===== config.mk =====
export PLATFORM = sky130hd
export DESIGN_NAME = scp_ctrl
export DESIGN_NICKNAME = d
export VERILOG_FILES = /design/src/rtl/core/scp_pkg.sv /design/src/rtl/core/scp_ctrl.sv
export SDC_FILE = /design/constraint.sdc
export NUM_CORES = 1
export LEC_CHECK = 0
export BUFFER_PORTS_ARGS = -buffer_cell sky130_fd_sc_hd__buf_2
export CAP_MARGIN = 20
export CORE_MARGIN = 4
export CORE_UTILIZATION = 30
export CTS_CLUSTER_SIZE = 28
export DETAILED_ROUTE_END_ITERATION = 16
export GPL_TIMING_DRIVEN = 0
export PLACE_DENSITY = 0.56
export SYNTH_ARGS = -nofsm -noshare
export SYNTH_HDL_FRONTEND = slang
export SYNTH_SLANG_ARGS = --single-unit

===== constraint.sdc =====
create_clock -name clk -period 2.8 [get_ports clk]
set_input_delay 0.56 -clock clk [delete_from_list [all_inputs] [get_ports clk]]
set_output_delay 0.56 -clock clk [all_outputs]
set_load 0.01 [all_outputs]

===== src/rtl/core/scp_pkg.sv =====
// package for the clause variable picker: widths, codes, state and control types
// no dependencies; imported by every other file of the block
`default_nettype none
package scp_pkg;
	localparam int MAX_LITERALS = 16;
	localparam int POS_W = $clog2(MAX_LITERALS + 1);
	localparam int IDX_W = $clog2(MAX_LITERALS);
	localparam int LIT_W = 21;
	localparam int SCORE_W = 18;
	localparam int AGE_W = 32;
	localparam int RND_W = 31;
	localparam int RAT_W = 10;
	localparam int CFG_IDX_W = 3;
	localparam int CFG_DATA_W = 32;
	localparam int JOB_W = 3;
	localparam int NUM_JOBS = 6;

	localparam logic signed [SCORE_W-1:0] SCORE_MIN = {1'b1, {(SCORE_W-1){1'b0}}};

	// multiple of 100: low two bits clear and the rest a multiple of 25,
	// tested with the inverse of 25 modulo 2^32 against its limit
	localparam logic [31:0] MOD25_INV = 32'hC28F5C29;
	localparam logic [31:0] MOD25_LIM = 32'h0A3D70A3;

	localparam logic [CFG_IDX_W-1:0] CFG_NOISE_NUM = 3'd0;
	localparam logic [CFG_IDX_W-1:0] CFG_NOISE_DEN = 3'd1;
	localparam logic [CFG_IDX_W-1:0] CFG_WALK_NUM  = 3'd2;
	localparam logic [CFG_IDX_W-1:0] CFG_WALK_DEN  = 3'd3;
	localparam logic [CFG_IDX_W-1:0] CFG_BUDGET    = 3'd4;

	// remainder jobs run on the shared divider
	localparam logic [JOB_W-1:0] JOB_BW   = 3'd0;
	localparam logic [JOB_W-1:0] JOB_AW   = 3'd1;
	localparam logic [JOB_W-1:0] JOB_AN   = 3'd2;
	localparam logic [JOB_W-1:0] JOB_BN   = 3'd3;
	localparam logic [JOB_W-1:0] JOB_BL   = 3'd4;
	localparam logic [JOB_W-1:0] JOB_BT   = 3'd5;

	typedef enum logic [2:0] {
		MODE_NOVELTY       = 3'd0,
		MODE_RNOVELTY      = 3'd1,
		MODE_NOVELTY_PLUS  = 3'd2,
		MODE_RNOVELTY_PLUS = 3'd3,
		MODE_BEST          = 3'd4
	} mode_t;

	typedef enum logic [1:0] {
		RES_CHOSEN  = 2'd0,
		RES_RESTART = 2'd1,
		RES_NONE    = 2'd2
	} res_status_t;

	typedef enum logic [2:0] {
		STATE_LOAD,
		STATE_DIV_GO,
		STATE_DIV_WAIT,
		STATE_DECIDE,
		STATE_SCAN,
		STATE_EMIT
	} state_t;

	typedef struct packed {
		logic             load;
		logic             div_start;
		logic [JOB_W-1:0] job;
		logic             decide;
		logic             scan_step;
		logic             emit;
	} scp_cmd_t;

	typedef struct packed {
		logic accept_last;
		logic div_done;
		logic need_pick;
		logic scan_hit;
		logic scan_end;
		logic out_busy;
	} scp_sts_t;
endpackage
`default_nettype wire


===== src/rtl/core/scp_ctrl.sv =====
// sequencer: load, remainder jobs, decision, rotated scan, result hand-off
// depends on scp_pkg
`default_nettype none
module scp_ctrl
	import scp_pkg::*;
(
	input  wire logic     clk,
	input  wire logic     arst_n,
	input  wire scp_sts_t sts,
	output scp_cmd_t      cmd
);
	state_t           state_q, state_d;
	logic [JOB_W-1:0] job_q;

	always_comb begin
		state_d = state_q;
		unique case (state_q)
			STATE_LOAD:     if (sts.accept_last) state_d = STATE_DIV_GO;
			STATE_DIV_GO:   state_d = STATE_DIV_WAIT;
			STATE_DIV_WAIT: begin
				if (sts.div_done)
					state_d = (job_q == JOB_W'(NUM_JOBS - 1)) ? STATE_DECIDE : STATE_DIV_GO;
			end
			STATE_DECIDE:   state_d = sts.need_pick ? STATE_SCAN : STATE_EMIT;
			STATE_SCAN:     if (sts.scan_hit || sts.scan_end) state_d = STATE_EMIT;
			STATE_EMIT:     if (!sts.out_busy) state_d = STATE_LOAD;
			default:        state_d = STATE_LOAD;
		endcase
	end

	always_comb begin
		cmd = '0;
		cmd.job = job_q;
		unique case (state_q)
			STATE_LOAD:     cmd.load = 1'b1;
			STATE_DIV_GO:   cmd.div_start = 1'b1;
			STATE_DIV_WAIT: ;
			STATE_DECIDE:   cmd.decide = 1'b1;
			STATE_SCAN:     cmd.scan_step = 1'b1;
			STATE_EMIT:     cmd.emit = !sts.out_busy;
			default:        ;
		endcase
	end

	always_ff @(posedge clk or negedge arst_n) begin
		if (!arst_n) begin
			state_q <= STATE_LOAD;
			job_q <= '0;
		end else begin
			state_q <= state_d;
			if (state_q == STATE_LOAD)
				job_q <= '0;
			else if (state_q == STATE_DIV_WAIT && sts.div_done)
				job_q <= job_q + 1'b1;
		end
	end
endmodule
`default_nettype wire


[Word-level counts from Yosys, hierarchy flattened]
Index checks and enable logic that the tools add are counted.
Storage, ports and cells
  register bits: 6
  bits in latches: 0
  bits in writable memories: 0
  memory bits (read-only): 0
  output and inout port bits: 8
  memories: 0
Cells by class
  add/sub/neg operators: 1
  multipliers: 0
  divide/modulo/power cells: 0
  order comparisons: 0
  equal/unequal tests: 10
  shift-type cells: 0
  multiplexer cells: 14
  bitwise gates (word level): 0
  reductions and logical operators: 6
Operators by type and width (count)
  $mux 3: 6
  $pmux 3 s6: 1
  $eq 3x3->1 const B: 3
  $ne 2x2->1 const B: 4
  $eq 3x2->1 const B: 2
  $mux 1: 6
  $reduce_and 4->1: 1
  $add 3x1->3 const B: 1
  $eq 3x1->1 const B: 1
  $logic_not 3->1: 1
  $mux 2: 1
  $reduce_bool 2->1: 1
  $logic_and 1x1->1: 1
  $logic_not 1->1: 1
  $logic_or 1x1->1: 1

[Logic depth before layout (Yosys ltp)]
Gate-level depths: netlist of run 1.
  depth after elaboration: 4
  gate-level depth with buffers: 5

[Worst setup path after synthesis of run 1]
OpenSTA, ideal clock, no wires.
  path type: register -> output
  start point: reg state_q[1]
  end point: out cmd[0] in the netlist's numbering
  data arrival time: 0.941 ns
  data required time: 2.240 ns
  setup slack: 1.299 ns
  cell stages (with the launch flop): 4
  path buffers: 0
  cell sequence: dfrtp_1 -> inv_2 -> nand2_1 -> nor3b_1
RTL lines
  from (decl): line scp_ctrl.sv:12  | state_t state_q, state_d;
  from (signal assigned): line scp_ctrl.sv:50  | state_q <= state_d;
  to (decl): line scp_ctrl.sv:10  | output scp_cmd_t cmd

==> results summary, run 1 <==
The measured slew at the worst slew-check pin came out at 218 ps. The routability congestion estimate came out at 0.752. Setup repair after global routing left no endpoint under its margin. The number of iterations in the first detailed-routing pass is 2. TritonCTS built the clock tree. The site row count came out at 12. The tightest min-delay check is of the in2async type. The total inserted antenna cells came out at 0. The number of nets produced by synthesis is 55.

The post-synthesis cell type count came out at 25. After clock tree synthesis, the repair step resized 0 gates. The width of the die is 44.4 um. Yosys printed 0 warnings. The antenna violation net count after detailed routing came out at 0.

The post-layout net count came out at 75. Buffers inserted during clock tree synthesis total 3. In this run the tool buffered the top-level ports with 15 buffer cells. The number of hold violations in the final report came out at 0. For this design, the sink count on the clock tree is 6.

The highest attainable clock frequency came out at 0.544 GHz. The post-synthesis sequential area ratio came out at 37.9%. The count of final setup violators came out at 0. On the final layout, the worst hold slack is approximately 130 ps. The area inside the core boundary is 1170 um^2. A synthesized cell averages 8.81 um^2. The run finished with clean final reports.

The relative max-transition margin is about 85%. The highest net fanout along the worst path came out at 7. Of all flip-flops after synthesis, the portion carrying an async set or reset was 100%. The number of enable-type register cells in the synthesized netlist is 0. The worst clock skew is about 9.0 ps. The estimated wirelength of the detail-placed design is 671 um. The cell leakage power is 0.255 nW. The via count of the first global-routing pass came to between 300 and 400. After layout, the worst path uses 65.7% of the clock period. The largest total area in the synthesized netlist belongs to sky130_fd_sc_hd__dfrtp_1. The synthesized netlist cell count came out at 45. STA classifies the critical path endpoint as a primary output. The number of remaining DRC errors is 0.

The number of buffers on the longest clock path is 2. The post-route netlist has roughly a third of its cells at a drive strength greater than 1. The number of pins exceeding their max-slew limit in the final report is 0. The worst vdd rail ir drop came out at 476 uV.

The critical path is of the reg2out type. The die area is 1970 um^2. The post-synthesis to final-layout area growth came out at 29.0%. The hold buffer count at cts is 0. The initial core utilization is 33.9%. The number of placed I/O pins is 16.

After synthesis, the cell types taking the most area are sky130_fd_sc_hd__dfrtp_1, sky130_fd_sc_hd__ha_1, sky130_fd_sc_hd__nand2_1, sky130_fd_sc_hd__nor2_1, sky130_fd_sc_hd__o21ai_1. The clock reaches the later pin of the worst-skew pair after 240 ps. The synthesized netlist occupies a cell area of between 300 and 400 um^2. The worst setup path is launched from a flop. The via count normalized by instance count is 5.13. The height of the die is between 40 and 50 um. In this run the number of H-tree levels came out at 1. In this run, the number of DRC markers left after iteration 0 of detailed routing was 6. The CTS clock-pin slew for the worst setup and hold paths came out at 50 ps. The global route total overflow came out at 0. The required time of the critical path came out at approximately 2200 ps. Clock tree synthesis selected as its root buffer the cell sky130_fd_sc_hd__clkbuf_4. The first-pass GRT wire length is 1380 um. The worst endpoint data arrival time is about 1300 ps. The detailed-route wire length per cell came out at between 10 and 15 um. The count of state elements after synthesis is 6. The power density of the placed cells came out at about 850 nW/um^2. Entering global routing, the biggest net connects 11 pins.

The number of antenna violations at the first check in global routing came to 0. The top cell type's share of synthesized area came out at 37.9%. The final total negative setup slack came out at 0 ps.

Across the run, the number of max-cap violations was 0. The routed wire length came out at 920 um. The count of buffers added by post-CTS timing repair for setup came out at 0. The total vias in the final route came out at 395.

The overall track demand over capacity in global routing is 9.94%. The prevailing post-synth register cell is sky130_fd_sc_hd__dfrtp_1. After layout, the minimum clock period comes to 1840 ps.
-- final timing paths --
| kind | slack (ps) | depth (start not counted) | startpoint | end |
|---|---|---|---|---|
| min in group clk | 550 | 1 | job_q[1] | job_q[1] |
| hold reg to reg | 550 | 1 | job_q[1] | job_q[1] |
| setup reg to reg | 1590 | 4 | job_q[0] | job_q[2] |
| max in group asynchronous | 2520 | 1 | arst_n | state_q[1] |
| setup / recovery | 960 | 4 | state_q[1] | cmd[0] |
| hold / removal | 130 | 1 | arst_n | state_q[2] |
-- layout make-up --
cell class	instances	area [um^2]
Buffer	2	16.3
Clock buffer	3	22.5
Fill cell	127	659
Inverter	2	7.51
Multi-Input combinational cell	35	223
Sequential cell	6	150
Tap cell	14	17.5
Timing Repair Buffer	15	75.1
-- critical path, stage by stage (launching register included) --
cell,delay [ps]
sky130_fd_sc_hd__dfrtp_1,450
sky130_fd_sc_hd__inv_2,150
sky130_fd_sc_hd__nand2_1,120
sky130_fd_sc_hd__nor3b_1,170
sky130_fd_sc_hd__buf_2,150
-- sequential cells by signal (all words and copies together) (netlist names) --
signal	cells
job_q	3
state_q	3
-- routing by layer --
metal  part of all wire, %  up-vias  track usage, %  wire [um]
met4                  0.54        0            3.61          5
li1                      -      202               -          -
met5                     0        -               0          0
met3                   5.0        2            6.10         46
met2                    49        6            14.8        454
met1                    45      185            11.6        413
-- synthesized netlist by cell type (2+ instances only) --
cell                      count
sky130_fd_sc_hd__nor2_1       5
sky130_fd_sc_hd__o21ai_1      3
sky130_fd_sc_hd__nor2b_1      2
sky130_fd_sc_hd__a21oi_1      2
sky130_fd_sc_hd__ha_1         2
sky130_fd_sc_hd__nor3b_1      2
sky130_fd_sc_hd__nand2_1      5
sky130_fd_sc_hd__dfrtp_1      6
sky130_fd_sc_hd__o21ai_0      2
-- cell usage in the layout (no fill, tap or decap), types with 2 or more instances in the layout --
master	instances
sky130_fd_sc_hd__buf_2	16
sky130_fd_sc_hd__dfrtp_1	6
sky130_fd_sc_hd__nand2_1	5
sky130_fd_sc_hd__nor2_1	5
sky130_fd_sc_hd__o21ai_1	3
sky130_fd_sc_hd__clkbuf_4	3
sky130_fd_sc_hd__nor3b_1	2
sky130_fd_sc_hd__nor2b_1	2
sky130_fd_sc_hd__o21ai_0	2
sky130_fd_sc_hd__a21oi_1	2
sky130_fd_sc_hd__ha_1	2
-- per-stage QoR --
stage | worst slack [ps] | area, um^2 | cells | utilization [%] | power (mW)
after detailed placement | 1220 | 489 | 74 | 41.8 | 0.353
after global placement | 1210 | 489 | 74 | 41.8 | 0.355
after floorplan | 1300 | 397 | 45 | - | 0.286
final | 961 | 512 | 77 | 43.7 | 0.433
after global routing | 876 | 512 | 77 | 43.7 | 0.469
after CTS | 956 | 512 | 77 | 43.7 | 0.437
-- cells by family (layout without fill, tap and decap cells) --
logic type / count (synthesis) / in the layout / synth area share [%]
and+or+nand+nor: 19 / 19 / 24.9
AOI/OAI and AO/OA: 14 / 14 / 24.9
DFF: 6 / 6 / 37.9
buffers and inverters: 4 / 22 / 5.99
adders and majority gates: 2 / 2 / 6.31
-- power by group --
part | total (mW) | internal [mW] | switching (mW) | leakage, nW
clock network | 0.0786 | 0.0484 | 0.0302 | 0.0138
logic | 0.210 | 0.0910 | 0.119 | 0.161
registers | 0.144 | 0.111 | 0.0327 | 0.0797
No activity file was read; power rests on OpenSTA's default activity.
==> run 2, diff against run 1 <==
ABC_AREA = 1   (was not set)
PLACE_DENSITY = 0.55   (was 0.56)
clock period = 1.8 ns   (was 2.8 ns; I/O delays follow)
==> results summary, run 2 <==
The fraction of final layout cells sized beyond drive strength 1 came out at 35.1% (was 34.9%). The type of the setup path with the least slack is reg2out (unchanged). The post-layout minimum cycle time came out at 1510 ps.

The first-pass GRT wire length is 1410 um (was 1380 um). Dividing the final minimum period by the clock period gives 84.0%. The final worst setup slack came out at 289 ps (was 961 ps).

The overall track demand over capacity in global routing was 9.40% (was 9.94%). The number of remaining DRC errors came to 0 (unchanged). The number of pins exceeding their max-slew limit in the final report came out at 0 (unchanged). The CTS clock-pin slew for the worst setup and hold paths is 40 ps (was 50 ps).

The met2 usage in global routing is 13.4% (was 14.8%). The total vias in the final route is 395 (unchanged). The most numerous cell in the Yosys netlist is sky130_fd_sc_hd__nand2_1 (was sky130_fd_sc_hd__dfrtp_1). The highest attainable clock frequency came out at 0.662 GHz. The max-cap check violation count is 0 (unchanged). The count of buffers added by post-CTS timing repair for setup is 0 (unchanged). The worst clock skew came out at 3.37 ps (was 9.00 ps). The number of buffer cells added on primary ports was 15 (unchanged).

The number of iterations in the first detailed-routing pass came to 4 (was 2). The worst min-delay path class is in2reg (was in2async). The number of buffers and inverters on the critical path came out at 3 (was 2). Largest registers: job_q x3, state_q x3 (unchanged). The leading cell type in the layout, fill and taps excluded is sky130_fd_sc_hd__nand2_1 (was sky130_fd_sc_hd__buf_2). The fill cell instance count of the final layout was 143 (was 127). The final core area utilization is 41.7% (was 43.7%). The post-synthesis cell type count is 18 (was 25). The highest net fanout along the worst path is 8 (was 7). The site row count was 13 (was 12). The synthesized netlist cell count is 58 (was 45).

The required time of the critical path came out at 1440 ps (was 2240 ps). The non-filler instance count after layout came to 92 (was 77). The cell leakage power came to 0.353 nW (was 0.255 nW). The detailed-route wire length per cell came out at 8.79 um (was 11.9 um). The number of enable-type register cells in the synthesized netlist is 0 (unchanged). The count of cells resized by post-cts repair is 0 (unchanged). The count of state elements after synthesis came to 6 (unchanged). The via count of the first global-routing pass came to 360 (was 324).

The nature of the critical path startpoint is a flop (unchanged). The hold buffer count at cts is 1 (was 0). The number of placed I/O pins is 16 (unchanged). The category of the worst setup path capture point is a primary output (unchanged). The number of cells in the design after placement is 88 (was 74). The post-synthesis sequential area ratio is 35.5% (was 37.9%). The number of antenna violations at the first check in global routing came to 0 (unchanged). The estimated wirelength of the detail-placed design is 707 um (was 671 um). The post-synthesis cell type with the largest combined area is sky130_fd_sc_hd__dfrtp_1 (unchanged). The number of buffers on the longest clock path is 2 (unchanged). The pin count of the biggest net entering global routing was 9 (was 11). The total clock buffers created by CTS is 3 (unchanged). The cell type of the slowest stage on the worst timing path is sky130_fd_sc_hd__dfrtp_1 (unchanged). The post-synthesis to final-layout area growth was 29.9% (was 29.0%). The count of clock tree sinks is 6 (unchanged). The worst endpoint data arrival time is 1150 ps (was 1280 ps). The worst vdd rail ir drop came to 660 uV (was 476 uV). The post-layout net count is 89 (was 75). The post-synthesis async set-or-reset flop share is 100% (unchanged). List of most frequent post-synthesis cells: sky130_fd_sc_hd__nand2_1, sky130_fd_sc_hd__inv_1, sky130_fd_sc_hd__dfrtp_1, sky130_fd_sc_hd__nand3_1, sky130_fd_sc_hd__nor2_2 (was sky130_fd_sc_hd__dfrtp_1, sky130_fd_sc_hd__nand2_1, sky130_fd_sc_hd__nor2_1, sky130_fd_sc_hd__o21ai_1). The via count normalized by instance count is 4.29 (was 5.13). Unrepaired setup endpoints after global routing: false (unchanged).

The met1 global-route usage came out at 12.3% (was 11.6%). The global route total overflow came out at 0 (unchanged). The deepest level of the CTS H-tree came out at 1 (unchanged). The global-route met3 utilization came to 1.98% (was 6.10%). The total inserted antenna cells was 0 (unchanged). The cell family contributing the most delay on the critical path was flip-flops (unchanged). The die area is 2070 um^2 (was 1970 um^2).

The total power came out at 0.786 mW (was 0.433 mW). The area inside the core boundary was 1320 um^2 (was 1170 um^2). The sequential cell area came out at 150 um^2 (unchanged).

The biggest cell delay along the critical path came out at 360 ps (was 450 ps). The clock network latency to the later pin of the worst-skew pair is 230 ps (was 240 ps). The routed wire length came out at 809 um (was 920 um). The initial core utilization is 32.1% (was 33.9%).

The width of the die came out at 45.5 um (was 44.4 um). The count of final setup violators came out at 0 (unchanged). The number of hold violations in the final report is 0 (unchanged). The iteration-0 DRC count of the detailed router is 7 (was 6). The routability congestion estimate is 0.707 (was 0.752). The power density of the placed cells is 1430 nW/um^2 (was 846 nW/um^2). The post-route cell area is 549 um^2 (was 512 um^2). The relative max-transition margin is 85.4% (was 85.2%). The total standard cell area after synthesis is 423 um^2 (was 397 um^2). Leading cell types in the layout, fill and taps excluded: sky130_fd_sc_hd__nand2_1, sky130_fd_sc_hd__buf_2, sky130_fd_sc_hd__inv_1 (was sky130_fd_sc_hd__buf_2, sky130_fd_sc_hd__dfrtp_1, sky130_fd_sc_hd__nand2_1, sky130_fd_sc_hd__nor2_1).

The antenna violation net count after detailed routing is 0 (unchanged). The synthesized area per cell came out at 7.29 um^2 (was 8.81 um^2). The top cell type's share of synthesized area is 35.5% (was 37.9%).

The area of the multi-input gates came out at 209 um^2 (was 223 um^2). The cell at the root of the clock tree is sky130_fd_sc_hd__clkbuf_4 (unchanged). The prevailing post-synth register cell is sky130_fd_sc_hd__dfrtp_1 (unchanged).

The post-detailed-placement cell area came out at 517 um^2 (was 489 um^2). Result of the run: finished clean (unchanged). The busiest layer in global routing is met2 (unchanged). The CTS tree is built (unchanged). The final hold slack is 448 ps (was 129 ps). The number of nets produced by synthesis came out at 68 (was 55). Cells traversed along the worst timing path: buf_6, inv_2, nand2_1, nor3_1, buf_2 (was inv_2, nand2_1, nor3b_1, buf_2). The pre-CTS worst setup slack is 525 ps (was 1220 ps). The measured slew at the worst slew-check pin came out at 220 ps (was 218 ps). The height of the die came out at 45.5 um (was 44.4 um). The synthesis warning total came out at 0 (unchanged). The final total negative setup slack is 0 ps (unchanged). Top area cells in the synthesized netlist: sky130_fd_sc_hd__dfrtp_1, sky130_fd_sc_hd__nand2_1, sky130_fd_sc_hd__inv_1, sky130_fd_sc_hd__ha_1, sky130_fd_sc_hd__nand3_1 (was sky130_fd_sc_hd__dfrtp_1, sky130_fd_sc_hd__ha_1, sky130_fd_sc_hd__nand2_1, sky130_fd_sc_hd__nor2_1, sky130_fd_sc_hd__o21ai_1).
run 2: cell count changes after synthesis, sizes merged, moves of 2 or more:
cell,before,now
nor3b,2,0
nand3,0,6
inv,2,11
nand4,0,2
a21oi,2,0
nand2,5,17
nor2b,2,0
o21ai,5,3
run 2: area by class of cell:
cell class / instances / area share [%]
multi-input cells: 39 / 38.0
flip-flops and latches: 6 / 27.3
repair buffers: 16 / 15.5
inverters: 11 / 7.52
clock buffers: 3 / 4.10
plain buffers: 2 / 4.10
well taps: 15 / 3.42
run 2: kinds of logic after synthesis:
logic type,count (synthesis),synth area share (%)
adders and majority gates,2,5.92
DFF,6,35.5
AOI/OAI and AO/OA,5,7.69
xor gates and xnor gates,1,2.07
buffers and inverters,13,15.1
and+or+nand+nor,31,33.7
run 2: path summary, 6_finish.rpt:
path | from | endpoint | slack [ps] | depth (start not counted)
setup reg to reg | state_q[2] | state_q[1] | 660 | 7
max in group asynchronous | arst_n | job_q[1] | 1190 | 2
hold reg to reg | job_q[0] | job_q[0] | 540 | 1
min in group asynchronous | arst_n | state_q[2] | 470 | 2
hold / removal | sts[4] | state_q[1] | 450 | 4
setup / recovery | state_q[1] | cmd[0] | 290 | 5
run 2: worst min-delay path, stage by stage:
cell                      delay [ps]
sky130_fd_sc_hd__buf_2           110
sky130_fd_sc_hd__inv_1            50
sky130_fd_sc_hd__nand3_2          70
sky130_fd_sc_hd__nand2_1          50
run 2: power by group:
part / switching, mW / leakage (nW) / total [mW] / internal, mW
Combinational: 0.258 / 0.260 / 0.434 / 0.176
Sequential: 0.0538 / 0.0793 / 0.240 / 0.186
Clock: 0.0386 / 0.0138 / 0.113 / 0.0748
run 2: metal layers:
layer	share of wire [%]	routed length (um)	up-vias
li1	-	-	222
met1	47	382	164
met2	45	367	7
met3	6.4	52	2
met4	0.74	6	0
met5	0	0	-
==> run 3, diff against run 2 <==
ABC_AREA = 0   (was 1)
PLACE_DENSITY = 0.56   (was 0.55)
clock period = 1.5 ns   (was 1.8 ns; I/O delays follow)
==> results summary, run 3 (same netlist as run 1, synthesis figures left out) <==
The global route total overflow is 0 (unchanged). The final worst setup slack was 48.0 ps (was 289 ps). The CTS tree was built (unchanged). The number of buffers and inverters on the critical path came out at 2 (was 3). The share of the cycle needed by the critical path after routing came out at between 90% and 100%.

Leading cell types in the layout, fill and taps excluded: sky130_fd_sc_hd__buf_2, sky130_fd_sc_hd__buf_4, sky130_fd_sc_hd__nor2_1, sky130_fd_sc_hd__dfrtp_1, sky130_fd_sc_hd__nand2_1 (was sky130_fd_sc_hd__nand2_1, sky130_fd_sc_hd__buf_2, sky130_fd_sc_hd__inv_1). The share of total power in sequential cells is 27.2% (was 30.5%). The deepest level of the CTS H-tree is 1 (unchanged).

The worst vdd rail ir drop is 899 uV (was 660 uV). The clock network latency to the later pin of the worst-skew pair came out at 250 ps (was 230 ps). The biggest cell delay along the critical path was 370 ps (was 360 ps).

The iteration-0 DRC count of the detailed router came out at 16 (was 7). The detailed-route wire length per cell is 13.1 um (was 8.79 um). The measured slew at the worst slew-check pin is 214 ps (was 220 ps). The number of remaining DRC errors came out at 0 (unchanged). The highest net fanout along the worst path came out at 8 (unchanged).

The switching part of the total is 41.3% (was 44.5%). The power spent charging and discharging nets is 0.388 mW (was 0.350 mW). The fraction of final layout cells sized beyond drive strength 1 is 43.5% (was 35.1%). Based on the critical path, the design can be clocked at up to 0.689 GHz. The post-detailed-placement cell area came out at 489 um^2 (was 517 um^2). The required time of the critical path came out at 1200 ps (was 1440 ps). The number of buffer cells added on primary ports is 15 (unchanged). The count of clock tree sinks is 6 (unchanged).

The post-synthesis to final-layout area growth was 44.5% (was 29.9%). The post-layout minimum cycle time came out at 1450 ps. The cell leakage power is 0.286 nW (was 0.353 nW). The number of buffers on the longest clock path came out at 2 (unchanged). The total inserted antenna cells came out at 0 (unchanged). The number of iterations in the first detailed-routing pass came out at 4 (unchanged). The post-layout net count came to 81 (was 89). The CTS clock-pin slew for the worst setup and hold paths is 50 ps (was 40 ps). The relative max-transition margin is 85.5% (was 85.4%).

The post-route cell area is 573 um^2 (was 549 um^2). The estimated wirelength of the detail-placed design came out at 671 um (was 707 um). The width of the die is 44.4 um (was 45.5 um). The area inside the core boundary was 1170 um^2 (was 1320 um^2).

The cell type of the slowest stage on the worst timing path is sky130_fd_sc_hd__dfrtp_1 (unchanged). The number of antenna violations at the first check in global routing is 0 (unchanged). The leading cell type in the layout, fill and taps excluded is sky130_fd_sc_hd__buf_2 (was sky130_fd_sc_hd__nand2_1). The worst endpoint data arrival time is 1150 ps (about the same). The cell family contributing the most delay on the critical path is flip-flops (unchanged). The first-pass GRT wire length is 1440 um (was 1410 um). The via count normalized by instance count is 5.52 (was 4.29).

The overall track demand over capacity in global routing was 10.5% (was 9.40%). The worst clock skew is 8.08 ps (was 3.37 ps). Largest registers: job_q x3, state_q x3 (unchanged). The height of the die came out at 44.4 um (was 45.5 um). The total clock buffers created by CTS is 3 (unchanged). The via count of the first global-routing pass is 322 (was 360). The non-filler instance count after layout is 83 (was 92).

The worst min-delay path class is in2reg (unchanged). The total power came out at 0.939 mW (was 0.786 mW). The power density of the placed cells came out at 1640 nW/um^2 (was 1430 nW/um^2).

The antenna violation net count after detailed routing came out at 0 (unchanged). The nature of the critical path startpoint is a flop (unchanged). The initial core utilization was 33.9% (was 32.1%). The count of final setup violators came out at 0 (unchanged). The total vias in the final route came out at 458 (was 395). The share of power burned in combinational logic came out at 57.1% (was 55.1%).

The number of placed I/O pins is 16 (unchanged). The max-cap check violation count is 0 (unchanged). Cells traversed along the worst timing path: buf_6, nand2_2, nor3b_1, buf_2 (was buf_6, inv_2, nand2_1, nor3_1, buf_2). The pin count of the biggest net entering global routing is 11 (was 9). The die area is 1970 um^2 (was 2070 um^2). The cell at the root of the clock tree is sky130_fd_sc_hd__clkbuf_4 (unchanged). The final hold slack is 376 ps (was 448 ps). The fill cell instance count of the final layout was 122 (was 143).

The category of the worst setup path capture point is a primary output (unchanged). The type of the setup path with the least slack is reg2out (unchanged). The clock group share of total power came out at 15.7% (was 14.4%). Result of the run: finished clean (unchanged).

The internal power consumption came out at 0.551 mW (was 0.436 mW). The pre-CTS worst setup slack is 179 ps (was 525 ps). The routed wire length came to 1090 um (was 809 um).

The routability congestion estimate came out at 0.752 (was 0.707). The number of cells in the design after placement is 74 (was 88). The number of pins exceeding their max-slew limit in the final report came out at 0 (unchanged). The number of hold violations in the final report is 0 (unchanged). The site row count was 12 (was 13).
[run 3: cell count changes in the layout (fill, tap and decap cells not counted), sizes merged, moves of 2 or more]
cell   delta
o21ai     +2
nor2b     +2
a21oi     +2
inv       -9
nand2    -12
nor3b     +2
buf       +5
nand4     -2
nand3     -6
[run 3: power groups by stage]
stage	registers, mW	clock network, mW	logic [mW]
after detailed placement	0.270	0	0.390
after global placement	0.270	0	0.392
after CTS	0.251	0.154	0.463
final	0.256	0.147	0.536
after floorplan	0.263	0	0.272
after global routing	0.259	0.170	0.575
[run 3: metal layers]
| layer | vias up | part of all wire [%] | global-route usage (%) |
|---|---|---|---|
| li1 | 212 | - | - |
| met1 | 219 | 41 | 11.9 |
| met2 | 23 | 51 | 16.6 |
| met3 | 4 | 6.6 | 6.10 |
| met4 | 0 | 1.0 | 3.61 |
| met5 | - | 0 | 0 |
[run 3: area by class of cell]
class | count | area, um^2 | share of cell area (%)
Tap cell | 14 | 17.5 | 3.06
Multi-Input combinational cell | 35 | 230 | 40.2
Timing Repair Buffer | 21 | 123 | 21.4
Sequential cell | 6 | 151 | 26.4
Clock buffer | 3 | 22.5 | 3.93
Buffer | 2 | 18.8 | 3.28
Inverter | 2 | 10.0 | 1.75
[run 3: final timing paths]
kind | start | end | slack [ps] | depth (start not counted)
worst max-delay path | state_q[0] | cmd[0] | 50 | 4
worst min-delay path | sts[4] | job_q[0] | 380 | 3
worst max register to register | state_q[0] | job_q[1] | 230 | 5
worst min register to register | job_q[1] | job_q[1] | 550 | 1
max in group asynchronous | arst_n | state_q[1] | 930 | 2
min in group asynchronous | arst_n | state_q[2] | 410 | 2
[run 3: worst reg2reg max path, cell delays in order (launching register included)]
cell                      delay (ps)
sky130_fd_sc_hd__dfrtp_1         390
sky130_fd_sc_hd__buf_6           150
sky130_fd_sc_hd__buf_4           140
sky130_fd_sc_hd__nor2_2          140
sky130_fd_sc_hd__o21ai_0         120
sky130_fd_sc_hd__a32o_1          210
[run 3: per-stage QoR]
step                TNS (ps)  utilization (%)
finish                     0             48.9
floorplan                  0                -
global placement           0             41.8
detailed placement         0             41.8
CTS                        0             46.6
global route           -8.87             48.9
[run 3: what timing repair did]
action | 4_1_cts | 5_1_grt
endpoints found under the hold margin | 6 | 0
resized for setup | 4 | 1
buffers inserted | 2 | 3
endpoints found under the setup margin | 3 | 2
hold buffers | 1 | 0
